[src/hdl/assert_macros.svh]
// ----------------------------------------------------------------------------
// assert_macros.svh
// Shared concurrent assertion macros, clocked and disabled by an active-low
// asynchronous reset.
// ----------------------------------------------------------------------------
`ifndef ASSERT_MACROS_SVH
`define ASSERT_MACROS_SVH

// Property holds at every clock edge outside reset.
`define ITW_ASSERT(label, clk, rst_n, prop, msg) \
	label: assert property (@(posedge clk) disable iff (!rst_n) (prop)) \
		else $error(msg);

// Antecedent at one edge implies consequent at the next edge.
`define ITW_ASSERT_NEXT(label, clk, rst_n, ante, cons, msg) \
	label: assert property (@(posedge clk) disable iff (!rst_n) (ante) |=> (cons)) \
		else $error(msg);

`endif

[src/hdl/itw_pkg.sv]
// ----------------------------------------------------------------------------
// itw_pkg
// Types, constants and helper functions for the integer to word token block.
// ----------------------------------------------------------------------------
package itw_pkg;

	localparam int VALUE_W    = 31;
	localparam int CODE_W     = 5;
	localparam int BIN_W      = 32;
	localparam int BCD_DIGITS = 10;
	localparam int BCD_W      = 4 * BCD_DIGITS;
	localparam int STEP_BITS  = 4;
	localparam int CONV_STEPS = BIN_W / STEP_BITS;
	localparam int STEP_W     = $clog2(CONV_STEPS);

	// Four digit groups (billion, million, thousand, units), five word slots each:
	// hundreds digit, Hundred, teen/single/tens word, units word, scale word.
	localparam int NUM_GROUPS      = 4;
	localparam int SLOTS_PER_GROUP = 5;
	localparam int NUM_SLOTS       = NUM_GROUPS * SLOTS_PER_GROUP;

	localparam int QUEUE_DEPTH_DEF = 2;

	localparam logic [CODE_W-1:0] CODE_ZERO     = 5'd0;
	localparam logic [CODE_W-1:0] CODE_TEN      = 5'd10;
	localparam logic [CODE_W-1:0] CODE_TENS_OFS = 5'd18;
	localparam logic [CODE_W-1:0] CODE_HUNDRED  = 5'd28;
	localparam logic [CODE_W-1:0] CODE_THOUSAND = 5'd29;
	localparam logic [CODE_W-1:0] CODE_MILLION  = 5'd30;
	localparam logic [CODE_W-1:0] CODE_BILLION  = 5'd31;

	typedef struct packed {
		logic [NUM_SLOTS-1:0][CODE_W-1:0] codes;
		logic [NUM_SLOTS-1:0]             mask;
	} entry_t;

	typedef struct packed {
		logic   push;
		entry_t entry;
	} qwr_t;

	typedef struct packed {
		logic   empty;
		entry_t entry;
	} qrd_t;

	// One double-dabble step: adjust each digit, then shift in one binary bit.
	function automatic logic [BCD_W-1:0] dabble_bit(input logic [BCD_W-1:0] bcd,
		input logic b);
		logic [BCD_W-1:0] adj;
		logic [3:0]       d;
		for (int i = 0; i < BCD_DIGITS; i++) begin
			d = bcd[4*i +: 4];
			adj[4*i +: 4] = (d >= 4'd5) ? d + 4'd3 : d;
		end
		return {adj[BCD_W-2:0], b};
	endfunction

	function automatic logic [CODE_W-1:0] scale_code(input int g);
		case (g)
			0:       return CODE_BILLION;
			1:       return CODE_MILLION;
			default: return CODE_THOUSAND;
		endcase
	endfunction

	// Turn ten decimal digits into a slot list: a code and an enable per slot.
	function automatic entry_t classify(input logic [BCD_W-1:0] bcd);
		entry_t      e;
		logic [47:0] bx;
		logic [3:0]  h;
		logic [3:0]  t;
		logic [3:0]  u;
		logic        gnz;
		int          b;
		bx = {8'd0, bcd};
		for (int g = 0; g < NUM_GROUPS; g++) begin
			h   = bx[(11 - 3*g)*4 +: 4];
			t   = bx[(10 - 3*g)*4 +: 4];
			u   = bx[(9 - 3*g)*4 +: 4];
			gnz = (h != 4'd0) || (t != 4'd0) || (u != 4'd0);
			b   = g * SLOTS_PER_GROUP;
			e.codes[b]     = {1'b0, h};
			e.mask[b]      = (h != 4'd0);
			e.codes[b + 1] = CODE_HUNDRED;
			e.mask[b + 1]  = (h != 4'd0);
			if (t >= 4'd2) begin
				e.codes[b + 2] = CODE_TENS_OFS + {1'b0, t};
				e.mask[b + 2]  = 1'b1;
			end else begin
				e.codes[b + 2] = t[0] ? CODE_TEN + {1'b0, u} : {1'b0, u};
				e.mask[b + 2]  = t[0] || (u != 4'd0);
			end
			e.codes[b + 3] = {1'b0, u};
			e.mask[b + 3]  = (t >= 4'd2) && (u != 4'd0);
			e.codes[b + 4] = scale_code(g);
			e.mask[b + 4]  = gnz && (g < NUM_GROUPS - 1);
		end
		// Zero alone spells Zero, in the teen/single/tens word slot of the units group.
		if (bcd == '0) begin
			e.codes[NUM_SLOTS - 3] = CODE_ZERO;
			e.mask[NUM_SLOTS - 3]  = 1'b1;
		end
		return e;
	endfunction

endpackage

[src/hdl/itw_front.sv]
// ----------------------------------------------------------------------------
// itw_front
// Input buffer, binary to decimal converter (four bits per cycle) and word
// slot classification; hands one slot list per number to the queue.
// ----------------------------------------------------------------------------
`include "assert_macros.svh"

module itw_front (
	input  logic                          clk,
	input  logic                          arst_n,
	input  logic                          push,
	output logic                          full,
	input  logic [itw_pkg::VALUE_W-1:0]   value,
	output itw_pkg::qwr_t                 wr,
	input  logic                          q_full
);

	logic                          buf_valid_q;
	logic [itw_pkg::VALUE_W-1:0]   buf_value_q;
	logic                          busy_q;
	logic                          hold_q;
	logic [itw_pkg::STEP_W-1:0]    step_q;
	logic [itw_pkg::BIN_W-1:0]     bin_q;
	logic [itw_pkg::BCD_W-1:0]     bcd_q;
	logic [itw_pkg::BCD_W-1:0]     bcd_next;
	logic                          accept;
	logic                          push_ok;
	logic                          start;
	logic                          last_step;

	assign full      = buf_valid_q;
	assign accept    = push & ~buf_valid_q;
	assign push_ok   = hold_q & ~q_full;
	assign start     = buf_valid_q & ~busy_q & (~hold_q | push_ok);
	assign last_step = busy_q & (step_q == itw_pkg::STEP_W'(itw_pkg::CONV_STEPS - 1));

	always_comb begin
		bcd_next = bcd_q;
		for (int k = 0; k < itw_pkg::STEP_BITS; k++) begin
			bcd_next = itw_pkg::dabble_bit(bcd_next, bin_q[itw_pkg::BIN_W-1-k]);
		end
	end

	assign wr.push  = hold_q;
	assign wr.entry = itw_pkg::classify(bcd_q);

	always_ff @(posedge clk or negedge arst_n) begin
		if (!arst_n) begin
			buf_valid_q <= 1'b0;
			busy_q      <= 1'b0;
			hold_q      <= 1'b0;
			step_q      <= '0;
		end else begin
			if (accept) begin
				buf_valid_q <= 1'b1;
			end else if (start) begin
				buf_valid_q <= 1'b0;
			end
			if (start) begin
				busy_q <= 1'b1;
				step_q <= '0;
			end else if (busy_q) begin
				step_q <= step_q + 1'b1;
				if (last_step) begin
					busy_q <= 1'b0;
				end
			end
			// hold the finished digits until the queue takes them
			if (last_step) begin
				hold_q <= 1'b1;
			end else if (push_ok) begin
				hold_q <= 1'b0;
			end
		end
	end

	always_ff @(posedge clk) begin
		if (accept) begin
			buf_value_q <= value;
		end
		if (start) begin
			bin_q <= {1'b0, buf_value_q};
			bcd_q <= '0;
		end else if (busy_q) begin
			bin_q <= bin_q << itw_pkg::STEP_BITS;
			bcd_q <= bcd_next;
		end
	end

	`ITW_ASSERT(a_busy_hold_excl, clk, arst_n, !(busy_q && hold_q), "converter busy while holding a result")
	`ITW_ASSERT_NEXT(a_done_holds, clk, arst_n, last_step, hold_q && !busy_q, "finished conversion not held")
	`ITW_ASSERT_NEXT(a_start_busy, clk, arst_n, start, busy_q && step_q == '0, "start did not launch converter")

endmodule

[src/hdl/itw_queue.sv]
// ----------------------------------------------------------------------------
// itw_queue
// Short first-in first-out queue of slot lists between front and back.
// ----------------------------------------------------------------------------
`include "assert_macros.svh"

module itw_queue #(
	parameter int DEPTH = itw_pkg::QUEUE_DEPTH_DEF
) (
	input  logic           clk,
	input  logic           arst_n,
	input  itw_pkg::qwr_t  wr,
	output logic           q_full,
	output itw_pkg::qrd_t  rd,
	input  logic           rd_pop
);

	localparam int IW = (DEPTH > 1) ? $clog2(DEPTH) : 1;
	localparam int CW = $clog2(DEPTH + 1);

	itw_pkg::entry_t  mem_q [DEPTH];
	logic [IW-1:0]    wr_ptr_q;
	logic [IW-1:0]    rd_ptr_q;
	logic [CW-1:0]    count_q;
	logic             do_wr;
	logic             do_rd;

	assign q_full   = (count_q == CW'(DEPTH));
	assign rd.empty = (count_q == '0);
	assign rd.entry = mem_q[rd_ptr_q];
	assign do_wr    = wr.push & ~q_full;
	assign do_rd    = rd_pop & ~rd.empty;

	always_ff @(posedge clk or negedge arst_n) begin
		if (!arst_n) begin
			wr_ptr_q <= '0;
			rd_ptr_q <= '0;
			count_q  <= '0;
		end else begin
			if (do_wr) begin
				wr_ptr_q <= (wr_ptr_q == IW'(DEPTH - 1)) ? '0 : wr_ptr_q + 1'b1;
			end
			if (do_rd) begin
				rd_ptr_q <= (rd_ptr_q == IW'(DEPTH - 1)) ? '0 : rd_ptr_q + 1'b1;
			end
			if (do_wr && !do_rd) begin
				count_q <= count_q + 1'b1;
			end else if (do_rd && !do_wr) begin
				count_q <= count_q - 1'b1;
			end
		end
	end

	always_ff @(posedge clk) begin
		if (do_wr) begin
			mem_q[wr_ptr_q] <= wr.entry;
		end
	end

	`ITW_ASSERT(a_count_range, clk, arst_n, count_q <= CW'(DEPTH), "queue count beyond depth")
	`ITW_ASSERT_NEXT(a_full_drop, clk, arst_n, q_full && !do_rd, q_full, "full queue lost an entry")

endmodule

[src/hdl/itw_back.sv]
// ----------------------------------------------------------------------------
// itw_back
// Word sequencer: walks the enabled slots of one slot list, one word per
// cycle while pop keeps the output free, into the output register.
// ----------------------------------------------------------------------------
`include "assert_macros.svh"

module itw_back (
	input  logic                         clk,
	input  logic                         arst_n,
	input  itw_pkg::qrd_t                rd,
	output logic                         rd_pop,
	output logic                         empty,
	input  logic                         pop,
	output logic [itw_pkg::CODE_W-1:0]   word_code,
	output logic                         last_word
);

	logic [itw_pkg::NUM_SLOTS-1:0][itw_pkg::CODE_W-1:0] codes_q;
	logic [itw_pkg::NUM_SLOTS-1:0]                      mask_q;
	logic [itw_pkg::NUM_SLOTS-1:0]                      sel;
	logic [itw_pkg::NUM_SLOTS-1:0]                      rest;
	logic [itw_pkg::CODE_W-1:0]                         code_sel;
	logic                                               out_valid_q;
	logic [itw_pkg::CODE_W-1:0]                         out_code_q;
	logic                                               out_last_q;
	logic                                               adv;
	logic                                               emit;
	logic                                               load;

	// lowest enabled slot goes first
	assign sel  = mask_q & (~mask_q + 1'b1);
	assign rest = mask_q & ~sel;

	always_comb begin
		code_sel = '0;
		for (int i = 0; i < itw_pkg::NUM_SLOTS; i++) begin
			code_sel = code_sel | (codes_q[i] & {itw_pkg::CODE_W{sel[i]}});
		end
	end

	assign adv    = ~out_valid_q | pop;
	assign emit   = adv & (mask_q != '0);
	assign load   = ~rd.empty & ((mask_q == '0) | (emit & (rest == '0)));
	assign rd_pop = load;

	assign empty     = ~out_valid_q;
	assign word_code = out_code_q;
	assign last_word = out_last_q;

	always_ff @(posedge clk or negedge arst_n) begin
		if (!arst_n) begin
			mask_q      <= '0;
			out_valid_q <= 1'b0;
		end else begin
			if (load) begin
				mask_q <= rd.entry.mask;
			end else if (emit) begin
				mask_q <= rest;
			end
			if (adv) begin
				out_valid_q <= emit;
			end
		end
	end

	always_ff @(posedge clk) begin
		if (load) begin
			codes_q <= rd.entry.codes;
		end
		if (emit) begin
			out_code_q <= code_sel;
			out_last_q <= (rest == '0);
		end
	end

	`ITW_ASSERT_NEXT(a_last_on_final, clk, arst_n, emit && rest == '0, out_valid_q && out_last_q, "final word not marked last")
	`ITW_ASSERT_NEXT(a_not_last_early, clk, arst_n, emit && rest != '0, out_valid_q && !out_last_q, "word marked last too early")
	`ITW_ASSERT(a_load_safe, clk, arst_n, !(load && emit && rest != '0), "slot list replaced mid-number")

endmodule

[src/hdl/integer_to_word_tokens.sv]
// ----------------------------------------------------------------------------
// integer_to_word_tokens
// Spells a 31-bit unsigned integer as a run of English word codes.
// ----------------------------------------------------------------------------
// Usage:
//   Input queue: drive value and raise push; the beat is taken on a clock edge
//   with push high and full low. A one-entry buffer takes the next number while
//   the previous one is still being converted.
//   Result queue: while empty is low, word_code/last_word show the oldest word;
//   pop high with empty low takes it. last_word marks the final word of a number.
// Path: an accepted beat passes the input buffer, the converter (four bits per
//   cycle), then the queue and sequencer stages before its first word shows.
// Throughput: the converter works on one number at a time; the sequencer emits
//   one word per cycle while pop keeps up, 1 to 16 words per number.
// Stall: when pop stays low the output word holds, the sequencer and the slot
//   queue fill, then full rises. Nothing is dropped.
// Reset: arst_n clears all buffers and queues; no items are in flight after it.
// ----------------------------------------------------------------------------
module integer_to_word_tokens #(
	parameter int QUEUE_DEPTH = itw_pkg::QUEUE_DEPTH_DEF
) (
	input  logic                         clk,
	input  logic                         arst_n,
	input  logic                         push,
	output logic                         full,
	input  logic [itw_pkg::VALUE_W-1:0]  value,
	output logic                         empty,
	input  logic                         pop,
	output logic [itw_pkg::CODE_W-1:0]   word_code,
	output logic                         last_word
);

	itw_pkg::qwr_t  wr;
	itw_pkg::qrd_t  rd;
	logic           q_full;
	logic           rd_pop;

	itw_front u_front (
		.clk    (clk),
		.arst_n (arst_n),
		.push   (push),
		.full   (full),
		.value  (value),
		.wr     (wr),
		.q_full (q_full)
	);

	itw_queue #(
		.DEPTH (QUEUE_DEPTH)
	) u_queue (
		.clk    (clk),
		.arst_n (arst_n),
		.wr     (wr),
		.q_full (q_full),
		.rd     (rd),
		.rd_pop (rd_pop)
	);

	itw_back u_back (
		.clk       (clk),
		.arst_n    (arst_n),
		.rd        (rd),
		.rd_pop    (rd_pop),
		.empty     (empty),
		.pop       (pop),
		.word_code (word_code),
		.last_word (last_word)
	);

endmodule

[config.mk]
export PLATFORM = sky130hd
export DESIGN_NAME = integer_to_word_tokens
export DESIGN_NICKNAME = d
export VERILOG_FILES = /design/src/hdl/itw_pkg.sv /design/src/hdl/itw_front.sv /design/src/hdl/itw_queue.sv /design/src/hdl/itw_back.sv /design/src/hdl/integer_to_word_tokens.sv
export VERILOG_INCLUDE_DIRS = /design/src /design/src/hdl
export SDC_FILE = /design/constraint.sdc
export NUM_CORES = 1
export LEC_CHECK = 0
export BUFFER_PORTS_ARGS = -buffer_cell sky130_fd_sc_hd__buf_2
export CORE_UTILIZATION = 55
export DETAILED_ROUTE_END_ITERATION = 8
export GPL_TIMING_DRIVEN = 1
export PLACE_DENSITY = 0.69
export SYNTH_ARGS = -nofsm -noshare
export SYNTH_HDL_FRONTEND = slang
export SYNTH_SLANG_ARGS = --single-unit
[constraint.sdc]
create_clock -name clk -period 4.05 [get_ports clk]
set_input_delay 0 -clock clk [delete_from_list [all_inputs] [get_ports clk]]
set_output_delay 0 -clock clk [all_outputs]
set_load 0.01 [all_outputs]
---- Yosys cells after proc, flatten, opt, wreduce, memory -nomap -nowiden ----
Memory sizes are Yosys's and may differ from the RTL's.
Index checks and enable logic that the tools add are counted.
word-level totals
  register bits ........................... 240
  memory bits (writable) .................. 126
  input port bits ......................... 35
  output and inout port bits .............. 8
  logic and storage cells ................. 297
  memories ................................ 1
cells by class
  add/sub/neg operators ................... 52
  $lt $le $gt $ge ......................... 43
  eq/ne operators ......................... 2
  muxes and demuxes ....................... 70
  bitwise logic cells ..................... 61
  reductions and logical operators ........ 33
memories
  memory         words  bits a word  rd ports  clocked after Yosys merged registers in  write ports  RTL line         text
  u_queue.mem_q  2      63           1         0                                        1            itw_queue.sv:21  itw_pkg::entry_t mem_q [DEPTH];
operators by type and width
  cell                                                               count
  greater-or-equal comparator 4 x 3 -> 1 bit, second input constant  40
  adder 4 x 2 -> 4 bit, second input constant                        36
  two-way mux 4 bit                                                  36
  AND 5 bit                                                          20
  OR 5 bit                                                           19
  two-way mux 31 bit                                                 2
  AND 20 bit                                                         2
  logical NOT 20 bit                                                 2
  logical NOT 40 bit                                                 1
  two-way mux 20 bit                                                 2
  inverter 20 bit                                                    2
  nonzero test 4 bit                                                 9
  two-way mux 5 bit                                                  7
  adder 20 x 1 -> 20 bit, second input constant                      1
  nonzero test 20 bit                                                1
  two-way mux 3 bit                                                  6
  adder 4 x 4 -> 5 bit, first input constant                         3
  adder 5 x 4 -> 5 bit, first input constant                         3
  two-way mux 1 bit                                                  15
  adder 3 x 2 -> 3 bit, second input constant                        4
  greater-or-equal comparator 4 x 2 -> 1 bit, second input constant  3
  nonzero test 2 bit                                                 5
  AND 1 bit                                                          9
  logical OR 1 bit                                                   7
  other kinds (12)                                                   26

---- Depth between registers and ports, before layout ----
  depth in word-level cells ............... 23
  depth in mapped cells ................... 20
  gate-level depth less buffers ........... 20

---- By module ----
A second synthesis with hierarchy kept.
second synthesis, totals
  cell total of the unflattened synthesis .. 2,031
  area, all modules ....................... 24,506.0 um^2
modules (own cells, without submodules)
  module     times used  cells each  area an instance (um^2)  seq. area each (um^2)
  itw_front  1           1,236       10,197.3                 2,832.7
  itw_queue  1           392         8,878.5                  7,307.0
  itw_back   1           403         5,430.2                  3,708.6

---- Worst setup path before layout ----
No wires, ideal clock.
  path kind ............................... reg2reg
  start point ............................. register u_front.bcd_q[9] (netlist bit)
  end point ............................... register u_front.bcd_q[16] (netlist bit)
  library setup time ...................... 0.160 ns
  arrival time ............................ 3.457 ns
  required time ........................... 3.890 ns
  path slack .............................. 0.433 ns
  stages on the path, launching flop included .. 17
  path buffers ............................ 1
  clock period less this slack ............ 3.617 ns
  cells stage by stage .................... dfxtp_1 inv_1 ha_1 nand2b_1 a21oi_1 mux2i_2 and3_1 or2_1 clkbuf_1 inv_1 ha_1 maj3_1 a221oi_1 a21oi_1 nor2b_1 or4_1 o211ai_1
between the ends
  cells in the longest elaborated chain, start to end .. 8
  elaborated cells on any way between the ends .. 18
  classes of those cells .................. add/sub (6); order compare (6); mux (6)
RTL lines
  what                                                                                       RTL line         text
  from (decl)                                                                                itw_front.sv:24  logic [itw_pkg::BCD_W-1:0] bcd_q;
  from (signal assigned)                                                                     itw_front.sv:86  bcd_q <= bcd_next;
  adder 4 x 2 -> 4 bit / greater-or-equal comparator 4 x 3 -> 1 bit (equally long branches)  itw_pkg.sv:54    adj[4*i +: 4] = (d >= 4'd5) ? d + 4'd3 : d;
  two-way mux 4 bit *                                                                        itw_pkg.sv:54
  adder 4 x 2 -> 4 bit / greater-or-equal comparator 4 x 3 -> 1 bit (equally long branches)  itw_pkg.sv:54
  two-way mux 4 bit                                                                          itw_pkg.sv:54
  adder 4 x 2 -> 4 bit / greater-or-equal comparator 4 x 3 -> 1 bit (equally long branches)  itw_pkg.sv:54
  two-way mux 4 bit                                                                          itw_pkg.sv:54
  adder 4 x 2 -> 4 bit / greater-or-equal comparator 4 x 3 -> 1 bit (equally long branches)  itw_pkg.sv:54
  two-way mux 4 bit *                                                                        itw_pkg.sv:54
Mark *: on every way between the ends. The rest lies on a longest branch, timed or not.
A chain may end at the register's enable or synchronous reset.

---- Worst setup path in the final report ----
  start point ............................. register u_front.bcd_q[16] (netlist bit)
  end point ............................... register u_front.bcd_q[22] (netlist bit)
The elaborated chain is that of the path after synthesis.

==> flow_metrics.env <==
export IMPL_status="completed"
export IMPL_max_freq_ghz=0.265
export IMPL_worst_slew_pin_slew_ns=1.16
export IMPL_post_dp_cell_area_sq_mm=0.0171
export IMPL_cp_common_cell="ha_1"
export IMPL_regArea_sq_mm=0.00819
export IMPL_gr_total_overflow=0
export IMPL_nFillCells=2348
export IMPL_ys_types=106
export IMPL_path_clk_slew_ns=0.06
export IMPL_clockBufferDepth=3
export IMPL_setup_ws_ns=0.277
export IMPL_drt_iter0_markers=1327
export IMPL_reg2regPathDepth=14
export IMPL_cts_sinks=291
export IMPL_post_place_ws_ns=0.206
export IMPL_initial_core_util_pct=56.5
export IMPL_synth_seq_cells=291
export IMPL_vias_per_cell=6.04
export IMPL_worstPathArrival_ns=4.22
export IMPL_critical_path_slowest_cell="or3_1"
export IMPL_critical_path_max_fanout=7
export IMPL_multi_input_area_sq_mm=0.00774
export IMPL_dr_total_vias=12500
export IMPL_cts_setup_buffers=0
export IMPL_final_max_slew_viol_count=0
export IMPL_grt_start_max_net_pins=44
export IMPL_synth_top_area_cell="edfxtp_1"
export IMPL_grt_total_usage_pct=23.5
export IMPL_core_area_sq_mm=0.0290
export IMPL_final_common_cell="edfxtp_1"
export IMPL_rrSetupSlack_ns=0.28
export IMPL_ys_seq_area_share_pct=49.9
export IMPL_die_h_um=175
export IMPL_dp_hpwl_um=24300
export IMPL_timing_rr_end="u_front.bcd_q[22]"
export IMPL_ant_nets=0
export IMPL_cp_required_ns=4.50
export IMPL_path_class="reg2reg"
export IMPL_io_buffers=42
export IMPL_start_kind="register"
export IMPL_gp_congestion=0.905
export IMPL_syn_num_nets=1671
export IMPL_layout_worst_path_cycle_share_pct=93.1
export IMPL_dr_pass1_iters=6
export IMPL_final_hold_violation_count=0
export IMPL_drc_errors=0
export IMPL_crit_path_end_kind="register"
export IMPL_worst_path_largest_cell_delay_ns=0.48
export IMPL_syn_area_sq_mm=0.0164
export IMPL_slew_limit_headroom_pct=21.9
export IMPL_wl_um=36100
export IMPL_io_pins=43
export IMPL_setup_viol=0
export IMPL_n_antenna_cell=0
export IMPL_yosys_most_used_dff="edfxtp_1"
export IMPL_yosysTopAreaCellShare_pct=40.5
export IMPL_synthArstFlopShare_pct=9.97
export IMPL_areaGrowthSynthToFinish_pct=12.5
export IMPL_cts_tree="done"
export IMPL_cts_buffers=31
export IMPL_yosys_warnings=0
export IMPL_fin_nets=1745
export IMPL_antenna_found_initial=0
export IMPL_yosys_top_cells_area="edfxtp_1 40%, dfxtp_1 5.0%, nand2_1 4.6%"
export IMPL_final_cell_mix="221 x edfxtp_1, 202 x nand2_1, 103 x a21oi_1"
export IMPL_syn_inst=1579
export IMPL_row_count=62
export IMPL_die_area_sq_mm=0.0305
export IMPL_grt_pass1_wl_um=58400
export IMPL_period_minus_slack_ns=3.77
export IMPL_root_buffer="clkbuf_16"
export IMPL_cts_htree_levels=1
export IMPL_hp_class="in2async"
export IMPL_wire_per_inst_um=17.5
export IMPL_grt_pass1_vias=11600
export IMPL_worstPathCellList="inv_1 -> ha_1 -> and2b_1 -> o21ai_1 -> or2_1 -> or3_1 -> and2_1 -> ha_1 -> maj3_1 -> a221oi_1 -> mux2i_1 -> nand3_1 -> o31ai_1 -> a221o_1"
export IMPL_regToRegStartpoint="u_front.bcd_q[16]"
export IMPL_layout_drive_gt1_share_pct=14.7
export IMPL_synth_edf_count=221
export IMPL_clock_skew_ns=0.0230
export IMPL_fin_area_sq_mm=0.0184
export IMPL_clkLatencyLatePin_ns=0.58
export IMPL_maxCapViolCount=0
export IMPL_syn_avg_cell_area_sq_um=10.4
export IMPL_fp_dieW_um=175
-- worst max path at each step --
| stage | startpoint | end | slack [ns] |
|---|---|---|---|
| after CTS | u_front.bcd_q[32] | u_front.bcd_q[38] | 0.18 |
| after detailed placement | u_front.bcd_q[32] | u_front.bcd_q[38] | 0.21 |
| after global routing | u_front.bcd_q[28] | u_front.bcd_q[38] | -0.003 |
| final | u_front.bcd_q[16] | u_front.bcd_q[22] | 0.28 |
| after global placement | u_front.bcd_q[32] | u_front.bcd_q[38] | 0.33 |
| after floorplan | u_front.bcd_q[9] | u_front.bcd_q[16] | 0.43 |
-- cell type report --
type / instances / area share (%)
inverters: 53 / 1.08
clock inverters: 20 / 0.807
flip-flops and latches: 291 / 44.4
well taps: 384 / 2.60
repair buffers: 119 / 4.80
multi-input cells: 1157 / 41.9
clock buffers: 38 / 4.40
-- kinds of logic (layout without fill, tap and decap cells) --
group                    count (synthesis)  after routing  synth area share (%)
AND/OR/NAND/NOR                        514            514                  15.4
AO/OA/AOI/OAI                          463            463                  19.2
flip-flops                             291            291                  49.9
buffers and inverters                  131            230                  3.30
multiplexers                            85             85                  5.67
adder cells (fa/ha/maj)                 65             65                  4.84
XOR/XNOR                                30             30                  1.72
-- sequential cells by signal, indices dropped and copies added (netlist names), 2 cells and up --
signal / cells
u_queue.mem_q: 110
u_back.codes_q: 43
u_front.bcd_q: 40
u_front.bin_q: 32
u_front.buf_value_q: 31
u_back.mask_q: 18
u_back.word_code: 5
u_front.step_q: 3
u_queue.count_q: 2
-- synth_stat cells (all sizes together) (7+ instances only) --
library cell	number
ha	57
o2111ai	7
nand3	34
and2	15
a22oi	11
a311o	7
a211o	9
nor4	10
clkbuf	49
dfxtp	41
a311oi	8
nor2	90
buf	29
xnor2	24
or3	14
a21oi	107
a31oi	28
mux2i	31
nor3b	12
or2	11
o31ai	14
edfxtp	221
maj3	8
nor3	45
o21a	17
o21ai	112
dfrtp	29
inv	52
a221oi	11
or4	9
a211oi	21
o22ai	7
mux2	54
a21o	12
nor2b	14
nand2	203
o211ai	27
nand2b	23
nand4	12
-- worst max-delay path: cells and delay by family, from the launching register on --
family	cells	cell delay (ns)
AO/OA/AOI/OAI	4	0.75
flip-flops	1	0.31
buffers and inverters	1	0.21
AND/OR/NAND/NOR	5	1.35
multiplexers	1	0.20
adder cells (fa/ha/maj)	3	0.82
-- routing by layer --
layer	up-vias	global-route usage [%]	share of wire [%]
met5	-	0	0
met4	0	5.36	2.0
met3	53	2.81	4.4
met2	358	38.9	47
met1	5889	32.9	47
li1	6154	-	-
-- timing repair --
action	4_1_cts	5_1_grt
resized for setup	0	14
endpoints found under the setup margin	0	9
hold buffers	34	0
endpoints found under the hold margin	74	0
-- through the flow --
step	utilization (%)	instances	hold slack, ns	TNS, ns
after CTS	63.4	2062	0.0309	0
final	63.6	2062	0.0203	0
after global routing	63.6	2062	0.0932	-0.00261
after global placement	58.9	1970	0.0997	0
after detailed placement	58.9	1970	0.0986	0
after floorplan	-	1579	-0.296	0
Power is not shown: default switching activity piles up to over one toggle a cycle in this logic, so the estimate is an artifact.
